==> src/rtl/ebsc_pkg.sv <==
package ebsc_pkg;

    localparam int STACK_DEPTH_DEF   = 64;
    localparam int POSITION_BITS_DEF = 16;
    localparam int OUT_POS_W         = 16;

    localparam logic [7:0] CH_LPAREN = 8'h28;
    localparam logic [7:0] CH_RPAREN = 8'h29;
    localparam logic [7:0] CH_LBRACK = 8'h5B;
    localparam logic [7:0] CH_RBRACK = 8'h5D;
    localparam logic [7:0] CH_LBRACE = 8'h7B;
    localparam logic [7:0] CH_RBRACE = 8'h7D;
    localparam logic [7:0] CH_PLUS   = 8'h2B;
    localparam logic [7:0] CH_MINUS  = 8'h2D;
    localparam logic [7:0] CH_STAR   = 8'h2A;
    localparam logic [7:0] CH_SLASH  = 8'h2F;
    localparam logic [7:0] CH_SPACE  = 8'h20;
    localparam logic [7:0] CH_TAB    = 8'h09;
    localparam logic [7:0] CH_CR     = 8'h0D;
    localparam logic [7:0] CH_ZERO   = 8'h30;
    localparam logic [7:0] CH_NINE   = 8'h39;

    localparam logic [1:0] BR_ROUND  = 2'd0;
    localparam logic [1:0] BR_SQUARE = 2'd1;
    localparam logic [1:0] BR_CURLY  = 2'd2;

    localparam logic [3:0] ERR_NONE       = 4'd0;
    localparam logic [3:0] ERR_BAD_CHAR   = 4'd1;
    localparam logic [3:0] ERR_UNOPENED   = 4'd2;
    localparam logic [3:0] ERR_MISMATCH   = 4'd3;
    localparam logic [3:0] ERR_UNCLOSED   = 4'd4;
    localparam logic [3:0] ERR_ADJ_NUMBER = 4'd5;
    localparam logic [3:0] ERR_STRAY_OP   = 4'd6;
    localparam logic [3:0] ERR_NO_NUMBER  = 4'd7;
    localparam logic [3:0] ERR_ENDS_OP    = 4'd8;
    localparam logic [3:0] ERR_OVERFLOW   = 4'd9;

    typedef struct packed {
        logic       allowed;
        logic       digit;
        logic       op;
        logic       opening;
        logic       closing;
        logic [1:0] code;
    } class_t;

    typedef struct packed {
        logic       push;
        logic       pop;
        logic       clear;
        logic [1:0] code;
    } stk_cmd_t;

    typedef struct packed {
        logic       empty;
        logic       single;
        logic       full;
        logic [1:0] top;
    } stk_stat_t;

    function automatic class_t classify(input logic [7:0] ch);
        class_t c;
        logic   sp;
        c = '0;
        sp = (ch == CH_SPACE) || (ch >= CH_TAB && ch <= CH_CR);
        c.digit = (ch >= CH_ZERO) && (ch <= CH_NINE);
        c.op = (ch == CH_PLUS) || (ch == CH_MINUS) || (ch == CH_STAR) || (ch == CH_SLASH);
        case (ch)
            CH_LPAREN: begin c.opening = 1'b1; c.code = BR_ROUND;  end
            CH_LBRACK: begin c.opening = 1'b1; c.code = BR_SQUARE; end
            CH_LBRACE: begin c.opening = 1'b1; c.code = BR_CURLY;  end
            CH_RPAREN: begin c.closing = 1'b1; c.code = BR_ROUND;  end
            CH_RBRACK: begin c.closing = 1'b1; c.code = BR_SQUARE; end
            CH_RBRACE: begin c.closing = 1'b1; c.code = BR_CURLY;  end
            default: begin end
        endcase
        c.allowed = sp || c.digit || c.op || c.opening || c.closing;
        return c;
    endfunction

endpackage

==> src/rtl/ebsc_stack.sv <==
module ebsc_stack #(
    parameter int STACK_DEPTH = ebsc_pkg::STACK_DEPTH_DEF
) (
    input  logic                 aclk,
    input  logic                 aresetn,
    input  ebsc_pkg::stk_cmd_t   cmd,
    output ebsc_pkg::stk_stat_t  stat
);

    localparam int CW = $clog2(STACK_DEPTH + 1);
    localparam int AW = (STACK_DEPTH > 1) ? $clog2(STACK_DEPTH) : 1;

    logic [1:0]    mem [STACK_DEPTH];
    logic [CW-1:0] count_reg, count_next;
    logic [1:0]    top_reg, top_next;
    logic [1:0]    below_reg;
    logic [AW-1:0] rd_addr;
    logic [AW-1:0] wr_addr;

    always_comb begin
        count_next = count_reg;
        top_next   = top_reg;
        if (cmd.push) begin
            count_next = count_reg + CW'(1);
            top_next   = cmd.code;
        end else if (cmd.pop) begin
            count_next = count_reg - CW'(1);
            top_next   = below_reg;
        end
        if (cmd.clear) begin
            count_next = '0;
        end
    end

    // prefetch the entry under the next top so a pop can follow at once
    assign rd_addr = AW'(count_next - CW'(2));
    assign wr_addr = count_reg[AW-1:0];

    always_ff @(posedge aclk) begin
        if (cmd.push) begin
            mem[wr_addr] <= cmd.code;
        end
        below_reg <= mem[rd_addr];
    end

    always_ff @(posedge aclk) begin
        if (!aresetn) begin
            count_reg <= '0;
        end else begin
            count_reg <= count_next;
        end
        top_reg <= top_next;
    end

    assign stat.empty  = (count_reg == '0);
    assign stat.single = (count_reg == CW'(1));
    assign stat.full   = (count_reg == CW'(STACK_DEPTH));
    assign stat.top    = top_reg;

endmodule

==> src/rtl/expression_bracket_syntax_checker_core.sv <==
// Checks an arithmetic expression streamed one byte per beat (character set, bracket
// nesting, number/operator alternation) and gives one verdict beat after each beat with
// tlast set. A beat is taken every cycle unless a tlast beat waits on a held verdict;
// each character goes through an input register and then classify plus a push or pop of
// the bracket stack, whose entries sit in a small memory with the top kept in a register
// and the entry below prefetched; the verdict goes to an output register. Nesting deeper
// than STACK_DEPTH is an overflow error; positions saturate at 2^POSITION_BITS - 1.
module expression_bracket_syntax_checker_core #(
    parameter int STACK_DEPTH   = ebsc_pkg::STACK_DEPTH_DEF,
    parameter int POSITION_BITS = ebsc_pkg::POSITION_BITS_DEF
) (
    input  logic        aclk,
    input  logic        aresetn,
    input  logic        s_tvalid,
    output logic        s_tready,
    input  logic [7:0]  s_tdata,   // [7:0] character
    input  logic [0:0]  s_tuser,   // [0] has_char
    input  logic        s_tlast,
    output logic        m_tvalid,
    input  logic        m_tready,
    output logic [23:0] m_tdata    // chars_ok, brackets_ok, structure_ok, accepted,
                                   // error_kind[3:0], error_position[15:0]
);

    localparam int PB = POSITION_BITS;
    localparam int OW = ebsc_pkg::OUT_POS_W;

    logic             in_valid_reg;
    logic [7:0]       in_char_reg;
    logic             in_has_reg;
    logic             in_last_reg;

    logic [PB-1:0]    pos_reg, pos_next, pos_upd;
    logic [PB-1:0]    cerr_reg, cerr_next, cerr_upd;
    logic [3:0]       bkind_reg, bkind_next, bkind_upd;
    logic [PB-1:0]    bpos_reg, bpos_next, bpos_upd;
    logic [3:0]       skind_reg, skind_next, skind_upd;
    logic [PB-1:0]    spos_reg, spos_next, spos_upd;
    logic             expect_reg, expect_next, expect_upd;
    logic             seen_reg, seen_next, seen_upd;
    logic             prevdig_reg, prevdig_next, prevdig_upd;

    logic             m_valid_reg;
    logic [23:0]      m_data_reg;

    logic             out_free;
    logic             advance;
    logic             do_char;
    logic             finish;
    ebsc_pkg::class_t    cls;
    ebsc_pkg::stk_cmd_t  stk_cmd;
    ebsc_pkg::stk_stat_t stk_stat;
    logic             empty_after;

    logic             cok, bok, sok;
    logic [3:0]       bk_f, sk_f, kind;
    logic [PB-1:0]    bp_f, sp_f, epos;

    ebsc_stack #(.STACK_DEPTH(STACK_DEPTH)) u_stack (
        .aclk    (aclk),
        .aresetn (aresetn),
        .cmd     (stk_cmd),
        .stat    (stk_stat)
    );

    assign out_free = !m_valid_reg || m_tready;
    assign advance  = in_valid_reg && (!in_last_reg || out_free);
    assign s_tready = !in_valid_reg || advance;
    assign do_char  = advance && in_has_reg;
    assign finish   = advance && in_last_reg;
    assign cls      = ebsc_pkg::classify(in_char_reg);

    always_comb begin
        pos_upd     = pos_reg;
        cerr_upd    = cerr_reg;
        bkind_upd   = bkind_reg;
        bpos_upd    = bpos_reg;
        skind_upd   = skind_reg;
        spos_upd    = spos_reg;
        expect_upd  = expect_reg;
        seen_upd    = seen_reg;
        prevdig_upd = prevdig_reg;
        stk_cmd     = '0;
        stk_cmd.code  = cls.code;
        stk_cmd.clear = finish;

        if (do_char) begin
            if (pos_reg != '1) begin
                pos_upd = pos_reg + PB'(1);
            end
            if (cerr_reg == '0 && !cls.allowed) begin
                cerr_upd = pos_upd;
            end

            if (bkind_reg == ebsc_pkg::ERR_NONE) begin
                if (cls.opening) begin
                    if (stk_stat.full) begin
                        bkind_upd = ebsc_pkg::ERR_OVERFLOW;
                        bpos_upd  = pos_upd;
                    end else begin
                        stk_cmd.push = 1'b1;
                    end
                end else if (cls.closing) begin
                    if (stk_stat.empty) begin
                        bkind_upd = ebsc_pkg::ERR_UNOPENED;
                        bpos_upd  = pos_upd;
                    end else if (stk_stat.top != cls.code) begin
                        bkind_upd = ebsc_pkg::ERR_MISMATCH;
                        bpos_upd  = pos_upd;
                    end else begin
                        stk_cmd.pop = 1'b1;
                    end
                end
            end

            if (skind_reg == ebsc_pkg::ERR_NONE) begin
                if (cls.digit) begin
                    // only the first digit of a run counts as a number
                    if (!prevdig_reg) begin
                        if (!expect_reg) begin
                            skind_upd = ebsc_pkg::ERR_ADJ_NUMBER;
                            spos_upd  = pos_upd;
                        end else begin
                            seen_upd   = 1'b1;
                            expect_upd = 1'b0;
                        end
                    end
                end else if (cls.op) begin
                    if (expect_reg) begin
                        skind_upd = ebsc_pkg::ERR_STRAY_OP;
                        spos_upd  = pos_upd;
                    end else begin
                        expect_upd = 1'b1;
                    end
                end
            end
            prevdig_upd = cls.digit;
        end

        empty_after = stk_cmd.push ? 1'b0 : (stk_cmd.pop ? stk_stat.single : stk_stat.empty);

        // end-of-text checks on the updated state
        bk_f = bkind_upd;
        bp_f = bpos_upd;
        if (bkind_upd == ebsc_pkg::ERR_NONE && !empty_after) begin
            bk_f = ebsc_pkg::ERR_UNCLOSED;
            bp_f = '0;
        end
        sk_f = skind_upd;
        sp_f = spos_upd;
        if (skind_upd == ebsc_pkg::ERR_NONE) begin
            if (!seen_upd) begin
                sk_f = ebsc_pkg::ERR_NO_NUMBER;
                sp_f = '0;
            end else if (expect_upd) begin
                sk_f = ebsc_pkg::ERR_ENDS_OP;
                sp_f = '0;
            end
        end
        cok  = (cerr_upd == '0);
        bok  = cok && (bk_f == ebsc_pkg::ERR_NONE);
        sok  = bok && (sk_f == ebsc_pkg::ERR_NONE);
        kind = ebsc_pkg::ERR_NONE;
        epos = '0;
        if (!cok) begin
            kind = ebsc_pkg::ERR_BAD_CHAR;
            epos = cerr_upd;
        end else if (!bok) begin
            kind = bk_f;
            epos = bp_f;
        end else if (!sok) begin
            kind = sk_f;
            epos = sp_f;
        end

        if (finish) begin
            pos_next     = '0;
            cerr_next    = '0;
            bkind_next   = ebsc_pkg::ERR_NONE;
            bpos_next    = '0;
            skind_next   = ebsc_pkg::ERR_NONE;
            spos_next    = '0;
            expect_next  = 1'b1;
            seen_next    = 1'b0;
            prevdig_next = 1'b0;
        end else begin
            pos_next     = pos_upd;
            cerr_next    = cerr_upd;
            bkind_next   = bkind_upd;
            bpos_next    = bpos_upd;
            skind_next   = skind_upd;
            spos_next    = spos_upd;
            expect_next  = expect_upd;
            seen_next    = seen_upd;
            prevdig_next = prevdig_upd;
        end
    end

    always_ff @(posedge aclk) begin
        if (!aresetn) begin
            in_valid_reg <= 1'b0;
            m_valid_reg  <= 1'b0;
            pos_reg      <= '0;
            cerr_reg     <= '0;
            bkind_reg    <= ebsc_pkg::ERR_NONE;
            bpos_reg     <= '0;
            skind_reg    <= ebsc_pkg::ERR_NONE;
            spos_reg     <= '0;
            expect_reg   <= 1'b1;
            seen_reg     <= 1'b0;
            prevdig_reg  <= 1'b0;
        end else begin
            if (s_tvalid && s_tready) begin
                in_valid_reg <= 1'b1;
            end else if (advance) begin
                in_valid_reg <= 1'b0;
            end
            if (finish) begin
                m_valid_reg <= 1'b1;
            end else if (m_tready) begin
                m_valid_reg <= 1'b0;
            end
            pos_reg     <= pos_next;
            cerr_reg    <= cerr_next;
            bkind_reg   <= bkind_next;
            bpos_reg    <= bpos_next;
            skind_reg   <= skind_next;
            spos_reg    <= spos_next;
            expect_reg  <= expect_next;
            seen_reg    <= seen_next;
            prevdig_reg <= prevdig_next;
        end
    end

    always_ff @(posedge aclk) begin
        if (s_tvalid && s_tready) begin
            in_char_reg <= s_tdata;
            in_has_reg  <= s_tuser[0];
            in_last_reg <= s_tlast;
        end
        if (finish) begin
            m_data_reg <= {OW'(epos), kind, sok, sok, bok, cok};
        end
    end

    assign m_tvalid = m_valid_reg;
    assign m_tdata  = m_data_reg;

`ifndef SYNTHESIS
    a_flag_chain: assert property (@(posedge aclk) disable iff (!aresetn)
        m_tvalid |-> ((!m_tdata[2] || m_tdata[1]) && (!m_tdata[1] || m_tdata[0])))
        else $error("verdict flags out of order");

    a_kind_vs_accept: assert property (@(posedge aclk) disable iff (!aresetn)
        m_tvalid |-> ((m_tdata[7:4] == ebsc_pkg::ERR_NONE) == m_tdata[3]))
        else $error("error kind disagrees with verdict");

    a_end_pos_zero: assert property (@(posedge aclk) disable iff (!aresetn)
        (m_tvalid && (m_tdata[7:4] == ebsc_pkg::ERR_UNCLOSED ||
                      m_tdata[7:4] == ebsc_pkg::ERR_NO_NUMBER ||
                      m_tdata[7:4] == ebsc_pkg::ERR_ENDS_OP)) |-> (m_tdata[23:8] == '0))
        else $error("end-of-text error with a position");

    a_no_push_full: assert property (@(posedge aclk) disable iff (!aresetn)
        !(stk_cmd.push && stk_stat.full) && !(stk_cmd.pop && stk_stat.empty))
        else $error("bracket stack overrun");
`endif

endmodule
==> config.mk <==
export PLATFORM = sky130hd
export DESIGN_NAME = expression_bracket_syntax_checker_core
export DESIGN_NICKNAME = d
export VERILOG_FILES = /design/src/rtl/ebsc_pkg.sv /design/src/rtl/ebsc_stack.sv /design/src/rtl/expression_bracket_syntax_checker_core.sv
export SDC_FILE = /design/constraint.sdc
export NUM_CORES = 1
export LEC_CHECK = 0
export BUFFER_PORTS_ARGS = -buffer_cell sky130_fd_sc_hd__buf_2
export CAP_MARGIN = 5
export CORE_MARGIN = 1.5
export CORE_UTILIZATION = 40
export CTS_BUF_LIST = sky130_fd_sc_hd__clkbuf_4 sky130_fd_sc_hd__clkbuf_8
export CTS_CLUSTER_DIAMETER = 50
export DETAILED_ROUTE_END_ITERATION = 12
export PLACE_DENSITY = 0.61
export SLEW_MARGIN = 20
export SYNTH_ARGS = -nofsm -noshare
export SYNTH_HDL_FRONTEND = slang
export SYNTH_SLANG_ARGS = --single-unit
==> constraint.sdc <==
create_clock -name aclk -period 4.6 [get_ports aclk]
set_input_delay 0.46 -clock aclk [delete_from_list [all_inputs] [get_ports aclk]]
set_output_delay 0.46 -clock aclk [all_outputs]
set_load 0.005 [all_outputs]
==> metrics <==
CP Data Required Time=5030 ps; share of post-route cells with drive strength above 1=15.07%; Fmax=232.1 MHz; Psw=0.001011 W; WS Path Type=reg2reg; final clock skew=35.57 ps; CTS tree=done; Layout area overhead=13.73%; placed insts=1435; ys async rst share=0%; hold wc startpoint=s_tlast; CP arrival=4740 ps; R2R Path Start=u_stack.count_reg[1]; largest register by flop count=u_stack.mem; Sequential Power Share=52.7%; CTS buffer count=43; number of flops mapped to enable cells by yosys=163; post_cts resized=0; placer congestion estimate=0.8779; Post-DP HPWL=18.42 mm; Top Ports=40; TNS Setup=0 ps; Synth Flop Type=edfxtp_1; Remaining DRCs=0; Yosys warnings=0; largest net degree at the start of global routing=65; die area=29150 µm²; Total Nets Final=1121; Int Power=0.003529 W; most frequent cells in the layout=nor2_1 (172), edfxtp_1 (163), nand2_1 (97); Routed Wire Length=28.84 mm; reg2reg end=u_stack.below_reg[0]; total gr overflow=0; Routed Antenna Nets=0; CP most frequent cell=inv_1; cells after synthesis=1050; Hold WC Path Type=in2reg; diode count=0; Root Buffer=clkbuf_8; Worst VDD drop=0.3343 mV; status=complete, no violations; Avg Cell Area, Syn=10.72 µm²; Clock Pin Slew Worst Setup and Hold Paths=60 ps; Die Y=170.7 µm; Worst setup EP type=register; RSZ-0062 raised after global routing=false; Leak=4.619 nW; CTS H-tree lvls=2; port bufs=39; most common cell after layout, fill and taps aside=nor2_1; CP peak stage delay=530 ps; logic gate share of total power=2.9%; fin. max-slew vios=0; clock share of power=44.4%; vias per cell=5.644; Final Critical Period=4309 ps; Post-CTS Hold Buffers=0; global-route wire length before repair=45.55 mm; Final setup violation count=0; Hold Path End=in_last_reg; num rows=61; Clk Latency, worst-skew pair=560 ps; R2R depth=14; Clock Sinks=249; critical path fanouts, max=13; period utilization=93.67%; max reg flops=128; Mapped Area=11250 µm²; PD cells=354.8 nW/µm²; die width=170.7 µm; Initial Util=40.62%; count of cell types in the netlist=79; storage element area=6616 µm²; sw frac=22.27%; Crit path max-delay family=simple AND/OR/NAND/NOR gates; Seq/Total Area, Yosys=58.79%; Startpoint Class=register; CTS Buffer Depth=3; drt initial violations=656; Hold Path Stages=1; vias in the first global route=8148; fill count=2579; Syn Nets=1069; via count=8539; Finished Layout Cells=1513; multi-input logic area=4335 µm²; critical path buffer and inverter count=3; Post-CTS Setup Inserts=0; Hold Violations, Final=0; Max-Cap Viols=0; Avg WL per Cell=19.06 µm; drt pass-1 iters=5; GR Util All Layers=20.13%; slowest cell on the critical path=dfxtp_1; CP Cell Sequence=inv_1 > ha_1 > nand2b_1 > or3_1 > nor3b_1 > a32oi_1 > mux2i_1 > inv_1 > ha_1 > inv_1 > a2111oi_0 > nor4_1 > o32ai_1 > or3_1; setup slack, reg-to-reg=290 ps; number of synthesized register bits=249; core area=27710 µm²; Max-Slew Margin vs Limit=42.88%; actual slew at the worst max-slew pin=856.7 ps; initial antenna violation count=0
==> area by class of cell <==
type	instances	area share [%]
flip-flops and latches	249	51.69
multi-input cells	719	33.87
clock buffers	66	6.217
well taps	378	3.695
repair buffers	68	3.421
inverters	21	0.6158
clock inverters	12	0.4888
==> metal layers <==
layer	vias up	wire [µm]	global-route usage [%]
met5	-	0	0
met4	0	773	6.772
met3	62	1839	4.071
met2	272	13440	31.71
met1	4173	12780	27.65
li1	4032	-	-
==> cell usage after synthesis, drive strengths merged (8+ instances only) <==
cell	number	area (µm²)
xnor2	10	87.58
nor3	26	140.1
nor4	16	100.1
buf	20	106.3
nand4	12	75.07
a21oi	64	320.3
dfxtp	86	1722
inv	20	75.07
a2111oi	12	105.1
xor2	8	70.07
nand3	14	75.07
or3	10	62.56
nand2	98	367.9
o211ai	11	82.58
clkbuf	41	153.9
o21ai	18	90.08
nor2	173	651.9
nand2b	9	63.81
edfxtp	163	4895
a221oi	31	277.8
mux2i	34	340.3
and3	10	62.56
a31oi	10	62.56
and2	38	237.7
a311oi	19	183.9
==> power by group through the flow <==
stage	clock network, W	logic (W)	registers [W]
after CTS	0.00206	0.000133	0.00239
after global placement	0	0.000131	0.00244
after detailed placement	0	0.000132	0.00244
after floorplan	0	0.0000842	0.00244
final	0.00201	0.000133	0.00239
after global routing	0.00217	0.000146	0.00239
==> worst max path at each step <==
stage                                    start                   end  slack [ps]  cells past startpoint
after floorplan           u_stack.count_reg[0]  u_stack.below_reg[0]         440                     19
after global placement    u_stack.count_reg[1]  u_stack.below_reg[0]         420                     14
after detailed placement  u_stack.count_reg[1]  u_stack.below_reg[0]         320                     14
after CTS                 u_stack.count_reg[1]  u_stack.below_reg[0]         240                     14
after global routing      u_stack.count_reg[1]  u_stack.below_reg[0]          30                     14
final                     u_stack.count_reg[1]  u_stack.below_reg[0]         290                     14
==> logic make-up after synthesis <==
| kind of cell | after synthesis | share of synthesized area (%) |
|---|---|---|
| simple gates | 438 | 18.60 |
| flops | 249 | 58.79 |
| fa+ha+maj | 5 | 0.5559 |
| buf+inv | 82 | 3.013 |
| xor+xnor | 18 | 1.401 |
| mux | 38 | 3.424 |
| compound gates | 220 | 14.22 |
==> stage by stage <==
step / hold slack [ps] / area, µm² / util [%] / worst slack (ps) / total power, W
4_1_cts: 49.18 / 12790 / 46.15 / 242.9 / 0.004586
3_3_place_gp: 467.6 / 11930 / 43.05 / 416.9 / 0.002571
6_report: 69.70 / 12800 / 46.20 / 291.2 / 0.004541
5_1_grt: 35.47 / 12800 / 46.20 / 26.27 / 0.004708
3_5_place_dp: 475.8 / 11930 / 43.05 / 315.7 / 0.002572
2_1_floorplan: 454.2 / 11250 / - / 437.7 / 0.002520
No activity file was read; power rests on OpenSTA's default activity.
